===== config.mk =====
export PLATFORM = sky130hd
export DESIGN_NAME = sorted_set_table
export DESIGN_NICKNAME = d
export VERILOG_FILES = /design/src/sv/sst_pkg.sv /design/src/sv/sst_ctrl.sv /design/src/sv/sst_datapath.sv /design/src/sv/sorted_set_table.sv
export VERILOG_INCLUDE_DIRS = /design/src /design/src/sv
export SDC_FILE = /design/constraint.sdc
export NUM_CORES = 2
export LEC_CHECK = 0
export ABC_AREA = 1
export BUFFER_PORTS_ARGS = -buffer_cell sky130_fd_sc_hd__buf_2
export CELL_PAD_IN_SITES_DETAIL_PLACEMENT = 1
export CELL_PAD_IN_SITES_GLOBAL_PLACEMENT = 1
export CORE_MARGIN = 3
export CORE_UTILIZATION = 30
export DETAILED_ROUTE_END_ITERATION = 7
export PLACE_DENSITY_LB_ADDON = 0.2
export SLEW_MARGIN = 10
export SYNTH_ARGS = -nofsm -noshare
export SYNTH_HDL_FRONTEND = slang
export SYNTH_HIERARCHICAL = 1
export SYNTH_SLANG_ARGS = --single-unit

===== constraint.sdc =====
create_clock -name clk -period 5.76 [get_ports clk]
set_input_delay 0.576 -clock clk [delete_from_list [all_inputs] [get_ports clk]]
set_output_delay 0.576 -clock clk [all_outputs]
set_load 0.1 [all_outputs]

===== src/sv/sorted_set_table_assert.svh =====
// assertion macros for the sorted set table
`ifndef SORTED_SET_TABLE_ASSERT_SVH
`define SORTED_SET_TABLE_ASSERT_SVH
`ifndef SYNTH
`define SST_ASSERT_NOW(label, ante, cons) \
    label: assert property (@(posedge clk) disable iff (!rst_n) (ante) |-> (cons)) \
        else $error("sorted set table assertion failed");
`define SST_ASSERT_NEXT(label, ante, cons) \
    label: assert property (@(posedge clk) disable iff (!rst_n) (ante) |=> (cons)) \
        else $error("sorted set table assertion failed");
`else
`define SST_ASSERT_NOW(label, ante, cons)
`define SST_ASSERT_NEXT(label, ante, cons)
`endif
`endif


===== src/sv/sst_pkg.sv =====
// shared types and constants of the sorted set table
`default_nettype none
package sst_pkg;

    localparam int CAPACITY_DEF = 64;
    localparam int KEY_BITS_DEF = 32;
    localparam int KEY_W        = 32;
    localparam int FIELD_W      = 7;

    typedef enum logic [1:0] {
        CMD_ADD      = 2'd0,
        CMD_REMOVE   = 2'd1,
        CMD_CONTAINS = 2'd2
    } command_t;

    typedef struct packed {
        logic [1:0]       command;
        logic [KEY_W-1:0] key;
    } item_t;

    typedef struct packed {
        logic               hit;
        logic [FIELD_W-1:0] position;
        logic [FIELD_W-1:0] count;
        logic               rejected;
    } result_t;

    typedef enum logic [2:0] {
        ST_IDLE,
        ST_PROBE,
        ST_COMPARE,
        ST_DECIDE,
        ST_SHIFT,
        ST_FLUSH,
        ST_INSERT,
        ST_FINISH
    } state_t;

    // controller to datapath
    typedef struct packed {
        logic load;
        logic probe;
        logic step;
        logic shift_start;
        logic shift_rd;
        logic ins;
        logic finish;
    } ctrl_t;

    // datapath to controller
    typedef struct packed {
        logic search_done;
        logic hit;
        logic is_add;
        logic do_insert;
        logic do_remove;
        logic need_shift;
        logic shift_last;
        logic out_free;
    } status_t;

endpackage
`default_nettype wire


===== src/sv/sst_ctrl.sv =====
// sequencing state machine of the sorted set table
`default_nettype none
module sst_ctrl (
    input  wire logic             clk,
    input  wire logic             rst_n,
    input  wire logic             item_valid,
    output logic                  item_stall,
    input  wire sst_pkg::status_t stat,
    output sst_pkg::ctrl_t        ctrl
);

    sst_pkg::state_t state_reg;
    sst_pkg::state_t state_next;

    always_ff @(posedge clk or negedge rst_n)
    begin
        if (!rst_n)
        begin
            state_reg <= sst_pkg::ST_IDLE;
        end
        else
        begin
            state_reg <= state_next;
        end
    end

    always_comb
    begin
        state_next = state_reg;
        ctrl       = '0;
        item_stall = (state_reg != sst_pkg::ST_IDLE);
        case (state_reg)
            sst_pkg::ST_IDLE:
            begin
                if (item_valid)
                begin
                    ctrl.load  = 1'b1;
                    state_next = sst_pkg::ST_PROBE;
                end
            end
            sst_pkg::ST_PROBE:
            begin
                if (stat.search_done)
                begin
                    state_next = sst_pkg::ST_DECIDE;
                end
                else
                begin
                    ctrl.probe = 1'b1;
                    state_next = sst_pkg::ST_COMPARE;
                end
            end
            sst_pkg::ST_COMPARE:
            begin
                ctrl.step  = 1'b1;
                state_next = sst_pkg::ST_PROBE;
            end
            sst_pkg::ST_DECIDE:
            begin
                if (stat.do_insert || stat.do_remove)
                begin
                    if (stat.need_shift)
                    begin
                        ctrl.shift_start = 1'b1;
                        state_next       = sst_pkg::ST_SHIFT;
                    end
                    else if (stat.do_insert)
                    begin
                        state_next = sst_pkg::ST_INSERT;
                    end
                    else
                    begin
                        state_next = sst_pkg::ST_FINISH;
                    end
                end
                else
                begin
                    state_next = sst_pkg::ST_FINISH;
                end
            end
            sst_pkg::ST_SHIFT:
            begin
                ctrl.shift_rd = 1'b1;
                if (stat.shift_last)
                begin
                    state_next = sst_pkg::ST_FLUSH;
                end
            end
            sst_pkg::ST_FLUSH:
            begin
                // trailing write of the shift lands in this cycle
                state_next = stat.is_add ? sst_pkg::ST_INSERT : sst_pkg::ST_FINISH;
            end
            sst_pkg::ST_INSERT:
            begin
                ctrl.ins   = 1'b1;
                state_next = sst_pkg::ST_FINISH;
            end
            sst_pkg::ST_FINISH:
            begin
                if (stat.out_free)
                begin
                    ctrl.finish = 1'b1;
                    state_next  = sst_pkg::ST_IDLE;
                end
            end
            default:
            begin
                state_next = sst_pkg::ST_IDLE;
            end
        endcase
    end

endmodule
`default_nettype wire


===== src/sv/sst_datapath.sv =====
// key memory, search bounds, shift pipeline and result register
`default_nettype none
module sst_datapath #(
    parameter int CAPACITY = sst_pkg::CAPACITY_DEF,
    parameter int KEY_BITS = sst_pkg::KEY_BITS_DEF
) (
    input  wire logic             clk,
    input  wire logic             rst_n,
    input  wire sst_pkg::item_t   item,
    input  wire sst_pkg::ctrl_t   ctrl,
    output sst_pkg::status_t      stat,
    output sst_pkg::result_t      result,
    output logic                  result_valid,
    input  wire logic             result_stall
);

    localparam int IDX_W = $clog2(CAPACITY);
    localparam int CNT_W = $clog2(CAPACITY + 1);
    localparam logic [CNT_W-1:0] CAP_CNT = CAPACITY[CNT_W-1:0];
    localparam logic [CNT_W-1:0] ONE_CNT = {{(CNT_W-1){1'b0}}, 1'b1};
    localparam logic [IDX_W-1:0] ONE_IDX = IDX_W'(1);

    logic [KEY_BITS-1:0] entries [CAPACITY];

    logic [KEY_BITS-1:0] key_reg, key_next;
    logic                is_add_reg, is_add_next;
    logic                is_rem_reg, is_rem_next;
    logic [CNT_W-1:0]    lo_reg, lo_next;
    logic [CNT_W-1:0]    hi_reg, hi_next;
    logic [CNT_W-1:0]    cnt_reg, cnt_next;
    logic                eq_reg, eq_next;
    logic [IDX_W-1:0]    cursor_reg, cursor_next;
    logic                dir_up_reg, dir_up_next;
    logic                wpend_reg, wpend_next;
    logic [IDX_W-1:0]    waddr_reg, waddr_next;
    logic [KEY_BITS-1:0] rdata_reg;
    sst_pkg::result_t    out_reg, out_next;
    logic                out_valid_reg, out_valid_next;

    logic [CNT_W:0]      mid_sum;
    logic [IDX_W-1:0]    mid;
    logic                full;
    logic                do_insert;
    logic                do_remove;
    logic                rd_en;
    logic [IDX_W-1:0]    rd_addr;
    logic                wr_en;
    logic [IDX_W-1:0]    wr_addr;
    logic [KEY_BITS-1:0] wr_data;
    logic [CNT_W-1:0]    lo_plus1;

    assign mid_sum   = {1'b0, lo_reg} + {1'b0, hi_reg};
    assign mid       = IDX_W'(mid_sum >> 1);
    assign full      = (cnt_reg == CAP_CNT);
    assign do_insert = is_add_reg && !eq_reg && !full;
    assign do_remove = is_rem_reg && eq_reg;
    assign lo_plus1  = lo_reg + ONE_CNT;

    always_comb
    begin
        stat.search_done = !(lo_reg < hi_reg);
        stat.hit         = eq_reg;
        stat.is_add      = is_add_reg;
        stat.do_insert   = do_insert;
        stat.do_remove   = do_remove;
        stat.need_shift  = do_insert ? (lo_reg < cnt_reg) : (lo_plus1 < cnt_reg);
        stat.shift_last  = dir_up_reg ? (CNT_W'(cursor_reg) == lo_reg)
                                      : (CNT_W'(cursor_reg) == cnt_reg - ONE_CNT);
        stat.out_free    = !out_valid_reg || !result_stall;
    end

    // memory ports
    assign rd_en   = ctrl.probe || ctrl.shift_rd;
    assign rd_addr = ctrl.probe ? mid : cursor_reg;
    assign wr_en   = wpend_reg || ctrl.ins;
    assign wr_addr = wpend_reg ? waddr_reg : IDX_W'(lo_reg);
    assign wr_data = wpend_reg ? rdata_reg : key_reg;

    always_ff @(posedge clk)
    begin
        if (rd_en)
        begin
            rdata_reg <= entries[rd_addr];
        end
        if (wr_en)
        begin
            entries[wr_addr] <= wr_data;
        end
    end

    always_comb
    begin
        key_next       = key_reg;
        is_add_next    = is_add_reg;
        is_rem_next    = is_rem_reg;
        lo_next        = lo_reg;
        hi_next        = hi_reg;
        cnt_next       = cnt_reg;
        eq_next        = eq_reg;
        cursor_next    = cursor_reg;
        dir_up_next    = dir_up_reg;
        wpend_next     = 1'b0;
        waddr_next     = waddr_reg;
        out_next       = out_reg;
        out_valid_next = out_valid_reg && result_stall;

        if (ctrl.load)
        begin
            key_next    = KEY_BITS'(item.key);
            is_add_next = (item.command == sst_pkg::CMD_ADD);
            is_rem_next = (item.command == sst_pkg::CMD_REMOVE);
            lo_next     = '0;
            hi_next     = cnt_reg;
            eq_next     = 1'b0;
        end

        if (ctrl.step)
        begin
            if (rdata_reg < key_reg)
            begin
                lo_next = CNT_W'(mid) + ONE_CNT;
            end
            else
            begin
                // last probe that lowers hi sits at the final lower bound
                hi_next = CNT_W'(mid);
                eq_next = (rdata_reg == key_reg);
            end
        end

        if (ctrl.shift_start)
        begin
            dir_up_next = is_add_reg;
            cursor_next = is_add_reg ? IDX_W'(cnt_reg - ONE_CNT) : IDX_W'(lo_plus1);
        end

        // each read is written one slot over in the following cycle
        if (ctrl.shift_rd)
        begin
            wpend_next  = 1'b1;
            waddr_next  = dir_up_reg ? cursor_reg + ONE_IDX : cursor_reg - ONE_IDX;
            cursor_next = dir_up_reg ? cursor_reg - ONE_IDX : cursor_reg + ONE_IDX;
        end

        if (ctrl.finish)
        begin
            if (do_insert)
            begin
                cnt_next = cnt_reg + ONE_CNT;
            end
            else if (do_remove)
            begin
                cnt_next = cnt_reg - ONE_CNT;
            end
            out_next.hit      = eq_reg;
            out_next.position = sst_pkg::FIELD_W'(lo_reg);
            out_next.count    = sst_pkg::FIELD_W'(cnt_next);
            out_next.rejected = is_add_reg && !eq_reg && full;
            out_valid_next    = 1'b1;
        end
    end

    always_ff @(posedge clk or negedge rst_n)
    begin
        if (!rst_n)
        begin
            cnt_reg       <= '0;
            wpend_reg     <= 1'b0;
            out_valid_reg <= 1'b0;
        end
        else
        begin
            cnt_reg       <= cnt_next;
            wpend_reg     <= wpend_next;
            out_valid_reg <= out_valid_next;
        end
    end

    always_ff @(posedge clk)
    begin
        key_reg    <= key_next;
        is_add_reg <= is_add_next;
        is_rem_reg <= is_rem_next;
        lo_reg     <= lo_next;
        hi_reg     <= hi_next;
        eq_reg     <= eq_next;
        cursor_reg <= cursor_next;
        dir_up_reg <= dir_up_next;
        waddr_reg  <= waddr_next;
        out_reg    <= out_next;
    end

    assign result       = out_reg;
    assign result_valid = out_valid_reg;

endmodule
`default_nettype wire


===== src/sv/sorted_set_table.sv =====
// sorted set table: distinct keys kept in ascending unsigned order in a
// single-port-write, single-port-read memory of CAPACITY entries. Each
// transaction (add, remove, contains) yields one result. A lower-bound binary
// search does each probe as a memory read, then a compare, with at most
// ceil(log2(count+1)) probes. An add of a new key then moves the
// count-position larger entries up one slot at one entry per cycle, followed
// by the flush and insert states; a remove moves the count-position-1 later
// entries down likewise, followed by the flush state. The slowest transaction
// is removing the smallest key of a full table; the shift rate is set by the
// one read and one write the key memory allows per cycle. A new transaction
// is taken as soon as the previous result sits in the output register. Reset
// clears the count, pending write, result valid flag and state, so the block
// is ready at once.
`default_nettype none
`include "sorted_set_table_assert.svh"
module sorted_set_table #(
    parameter int CAPACITY = sst_pkg::CAPACITY_DEF,
    parameter int KEY_BITS = sst_pkg::KEY_BITS_DEF
) (
    input  wire logic             clk,
    input  wire logic             rst_n,
    input  wire logic             item_valid,
    output logic                  item_stall,
    input  wire sst_pkg::item_t   item,
    output logic                  result_valid,
    input  wire logic             result_stall,
    output sst_pkg::result_t      result
);

    localparam logic [sst_pkg::FIELD_W-1:0] CAP_FIELD = CAPACITY[sst_pkg::FIELD_W-1:0];

    sst_pkg::ctrl_t   ctrl;
    sst_pkg::status_t stat;

    sst_ctrl u_ctrl (
        .clk        (clk),
        .rst_n      (rst_n),
        .item_valid (item_valid),
        .item_stall (item_stall),
        .stat       (stat),
        .ctrl       (ctrl)
    );

    sst_datapath #(
        .CAPACITY (CAPACITY),
        .KEY_BITS (KEY_BITS)
    ) u_datapath (
        .clk          (clk),
        .rst_n        (rst_n),
        .item         (item),
        .ctrl         (ctrl),
        .stat         (stat),
        .result       (result),
        .result_valid (result_valid),
        .result_stall (result_stall)
    );

    // busy right after taking a transaction
    `SST_ASSERT_NEXT(a_busy_after_accept, item_valid && !item_stall, item_stall)
    // key insert write only for an add of a key not yet present
    `SST_ASSERT_NOW(a_insert_new_key, ctrl.ins, stat.is_add && !stat.hit)
    // a rejected add reports a full table
    `SST_ASSERT_NOW(a_reject_full, result_valid && result.rejected, result.count == CAP_FIELD)

endmodule
`default_nettype wire


# [Word-level counts from Yosys, hierarchy flattened]
# Memories as Yosys holds them, arrays and structs flattened. A register that Yosys moved wholly into a read port is not among the register bits.
# Cells that the tools add are included.
[totals] ff_bits=90 ramBits=2048 inputBits=38 output_inout_bits=18 word_cells=108 memories=1
[mem_list] name="u_datapath.entries" depth=64 word_bits=32 read_ports=1 rd_ports_with_merged_regs=1 wr=1 line_no="sst_datapath.sv:23" text="logic [KEY_BITS-1:0] entries [CAPACITY];"
[op_classes] n_addsub=7 magnitude_cmp=4 n_eq_ne=15 mux=46 n_reduce_logical=18
[ops] operator="2-to-1 mux 7 bit" count=8
[ops] operator="2-to-1 mux 6 bit" count=7
[ops] operator="equality test 32 bit" count=1
[ops] operator="< comparator 32 bit" count=1
[ops] operator="2-to-1 mux 32 bit" count=1
[ops] operator="2-to-1 mux 1 bit" count=24
[ops] operator="case mux 3 bit (8 select lines)" count=1
[ops] operator="< comparator 7 bit" count=3
[ops] operator="2-to-1 mux 3 bit" count=5
[ops] operator="adder 7 x 1 -> 7 bit, second input constant" count=2
[ops] operator="equality test 6 x 7 -> 1 bit" count=2
[ops] operator="equality test 3 bit, second input constant" count=4
[ops] operator="adder 6 x 1 -> 7 bit, second input constant" count=1
[ops] operator="adder 7 bit" count=1
[ops] operator="equality test 7 bit, second input constant" count=1
[ops] operator="subtractor 7 x 1 -> 7 bit, second input constant" count=1
[ops] operator="adder 6 x 1 -> 6 bit, second input constant" count=1
[ops] operator="equality test 3 x 2 -> 1 bit, second input constant" count=2
[ops] operator="inequality test 2 bit, second input constant" count=3
[ops] operator="subtractor 6 x 1 -> 6 bit, second input constant" count=1
[ops] operator="logical AND 1 bit" count=5
[ops] operator="zero test 1 bit" count=4
[ops] operator="logical OR 1 bit" count=4
[ops] operator="equality test 3 x 1 -> 1 bit, second input constant" count=1
[ops] operator="other kinds (6)" count=6

# [Logic depth before layout (Yosys ltp)]
[depth] ltp_word=9 depth_mapped=23 mapped_depth_nobuf=20

# [By module]
# Netlist, hierarchy kept.
[by_module_without_submodules] mod="sst_datapath" n_inst=1 cells_each=8793 area_per_inst_um2=92640.1 seq_area_each_um2=64877.2
[by_module_without_submodules] mod="sst_ctrl" n_inst=1 cells_each=42 area_per_inst_um2=254.0 seq_area_each_um2=75.1

# [Worst setup path before layout]
# OpenSTA, ideal clock, no wires.
[synth_timing] kind="register to register" start="reg u_ctrl.state_reg[0]" end="mem u_datapath/entries[48][0] (netlist bit) (enable)" setup_ns=0.502 arrival_time_ns=4.350 required_time_ns=5.258 slack_ns=0.908 path_stages_with_launch=9 path_buffers=2 synth_period_minus_slack_ns=4.852 path_cell_list="dfrtp_1 -> buf_4 -> inv_1 -> nand2_1 -> nor2_1 -> or2_2 -> clkbuf_1 -> nand3_1 -> nor4_1"
[synth_lines] element="start: declaration" line_no="sst_ctrl.sv:12" text="sst_pkg::state_t state_reg;"
[synth_lines] element="start signal: assignment" line_no="sst_ctrl.sv:19" text="state_reg <= sst_pkg::ST_IDLE;"
[synth_lines] element="start signal: assignment" line_no="sst_ctrl.sv:23" text="state_reg <= state_next;"
[synth_lines] element="end: declaration" line_no="sst_datapath.sv:23"

==> results.md <==
- Run status: complete, no violations
- Routability congestion estimate: between 0.8 and 0.9
- Routed wire length per instance: 26.5 µm
- Leakage: 42.2 nW
- Area growth syn-to-layout: 16.0%
- Hold Path Class: input pin to register
- Worst-skew pair later-pin latency: 0.93 ns
- Critical path origin: u_datapath/lo_reg[3]$_DFF_P_
- Setup TNS: 0 ns
- Initial core utilization: between 30% and 40%
- Worst EP required: 6.52 ns
- Pre-antenna DRT Iters: 5
- Total Nets Final: a little over 9000
- Worst reg2reg path depth: 22
- Worst path slowest cell: buf_4
- Worst Setup EP: u_datapath/rdata_reg[5]$_DFFE_PP_
- First-pass GRT wire length: 502000 µm
- Port bufs: 55
- CP Cell Sequence: buf_4 -> ha_1 -> inv_2 -> nor3_1 -> o21ai_0 -> o211ai_1 -> nor3_1 -> inv_1 -> nand2_2 -> nand2_8 -> buf_4 -> buf_4 -> nand2_1 -> nand2_1 -> nand2_1 -> nand2_1 -> inv_1 -> nand2_1 -> nand3_1 -> nand3_1 -> nand3_1 -> nand2_1
- Vias per cell: between 5 and 6
- CTS buffer count: 242
- CTS sink cnt: around 2200
- Core area: ~310000 µm²
- WP depth: 22
- CTS tree: done
- Top Ports: 56
- Worst Skew: between 0.08 and 0.09 ns
- Syn Std Cell Area: slightly above 90000 µm²
- Total Die Area: ~320000 µm²
- Final core utilization: 35.1%
- Layout cells sized above 1: under 10%
- Slew @ Worst Pin: 1.29 ns
- GRT overflow: 0
- Pin count of the biggest net entering global routing: 98
- DRC errors left: 0
- RSZ-0062 raised after global routing: false
- Max frequency: slightly below 200 MHz
- 1st-iter DRT viols: 6555
- Vias: 67000
- Syn. warnings: 6
- Synthesized Nets: 8935
- H-tree Lvls: 4
- Number of flip-flops in the largest register: 2048
- Final hold vios: 0
- Routed wire length: 353000 µm
- R2r startpoint: u_datapath/lo_reg[3]$_DFF_P_
- Vias in the first global route: 67800
- Capture instance of the worst register-to-register path: u_datapath/rdata_reg[5]$_DFFE_PP_
- Initial antenna violation count: 21
- Crit end category: register
- Die X-Extent: 562 µm
- Setup violators final: 0
- Dpl hpwl: just over 200000 µm
- Min Tclk post-route: 5.16 ns
- Slew headroom: 13.7%
- WP buf/inv: 6
- Max Cap Viol: 0
- Worst slack on hold paths: 0.114 ns
- Max clock buf depth: 4
- Worst vdd ir: just under 0.0006 V
- Clk Tree Root Cell: clkbuf_16
- Routed Antenna Nets: 0
- Die Height: 562 µm
- Most frequent CP cell: nand2_1
- Global Route Usage Sum: 21.8%
- Worst reg2reg setup slack: approximately 0.6 ns
- Maximum fanout along the worst path: 37
- FP Rows: 203
- Worst path max stage delay: 0.50 ns
- Post-Synthesis Cells: 8834
- Max Slew Vio Count: 0
- CP Launch Type: register
- Syn Area/Cell: 10.5 µm²
- Crit path DAT: just under 6 ns
- Clock-pin slew on the worst setup and hold paths: 0.06 ns
- Power per standard cell area: 654 nW/µm²
- Largest delay share family, worst path: simple AND/OR/NAND/NOR gates
- Tcrit/Tclk final: 89.6%
- Setup CP Type: register to register
## worst min path at each step
stage / startpoint / end / slack (ns) / cells past startpoint
after global placement: rst_n / u_datapath/result_valid$_DFF_PN0_ / 0.50 / 1
after global routing: item_valid / u_ctrl/state_reg[0]$_DFFE_PN0P_ / 0.11 / 5
after CTS: item_valid / u_ctrl/state_reg[0]$_DFFE_PN0P_ / 0.05 / 5
after detailed placement: rst_n / u_datapath/result_valid$_DFF_PN0_ / 0.50 / 1
after floorplan: rst_n / u_ctrl/state_reg[0]$_DFFE_PN0P_ / 0.28 / 0
final: item_valid / u_ctrl/state_reg[0]$_DFFE_PN0P_ / 0.11 / 5
## per-layer routing
layer | up-vias | track usage, % | share of wire [%]
li1 | 29800 | - | -
met1 | 34700 | 30.3 | 44
met2 | 1952 | 35.6 | 46
met3 | 483 | 2.44 | 5.8
met4 | 2 | 7.18 | 3.4
met5 | - | 0 | 0.0034
## power breakdown
group | total, mW | internal (mW) | switching, mW
clock network | 15.1 | 8.63 | 6.50
registers | 21.3 | 20.6 | 0.622
logic | 34.0 | 7.86 | 26.2
total | 70.4 | 37.1 | 33.3
## placed cells by master, fill, tap and decap left out, types with 7 or more instances in the layout
master         count
clkbuf_1          62
dfrtp_1           11
o211ai_1           7
nor2_4            57
nand2_2            8
buf_2             55
clkinv_2          36
buf_12            53
o21ai_0           61
clkbuf_16        242
dlygate4sd3_1     37
or2_2             10
a21oi_1           36
buf_4            251
edfxtp_1        2143
xor2_1            21
clkinv_1          59
nor2_1            44
bufinv_16         21
nand4_1           15
nand2_1         4456
o21ai_4           33
dfxtp_1           15
diode_2           13
inv_1            291
nor3_1            14
nand3_1         1008
ha_1              62
inv_2              8
xnor2_1            7
## per-stage QoR
stage	std cells	total power, mW	area (µm²)	setup slack, ns
CTS	13300	71.0	108000	0.657
global route	13300	74.3	108000	0.167
detailed placement	12800	55.7	99800	0.650
finish	13300	70.4	108000	0.598
floorplan	8834	39.7	92900	0.908
global placement	12800	55.4	99800	0.594
## worst register-to-register path: stages (launching register included)
cell and delay [ns]:
dfxtp_1 0.29, buf_4 0.18, ha_1 0.34, inv_2 0.09
nor3_1 0.21, o21ai_0 0.13, o211ai_1 0.17, nor3_1 0.11
inv_1 0.38, nand2_2 0.22, nand2_8 0.45, buf_4 0.57
buf_4 0.30, nand2_1 0.06, nand2_1 0.06, nand2_1 0.05
nand2_1 0.10, inv_1 0.04, nand2_1 0.06, nand3_1 0.11
nand3_1 0.45, nand3_1 0.46, nand2_1 0.23
## repair_timing
action	CTS	global route
hold buffers	37	0
endpoints found under the hold margin	47	0
buffers inserted	0	0
setup endpoints to repair	0	0
gates resized for setup	0	0
## layout make-up
| class | instances | area (µm²) |
|---|---|---|
| Fill cell | 33900 | 199000 |
| Sequential cell | 2170 | 65000 |
| Multi-Input combinational cell | 5880 | 25400 |
| Clock buffer | 305 | 6300 |
| Tap cell | 4100 | 5130 |
| Timing Repair Buffer | 397 | 3620 |
| Clock inverter | 125 | 1190 |
| Inverter | 301 | 1130 |
| Antenna cell | 13 | 32.5 |
(Power assumes the default switching activity.)
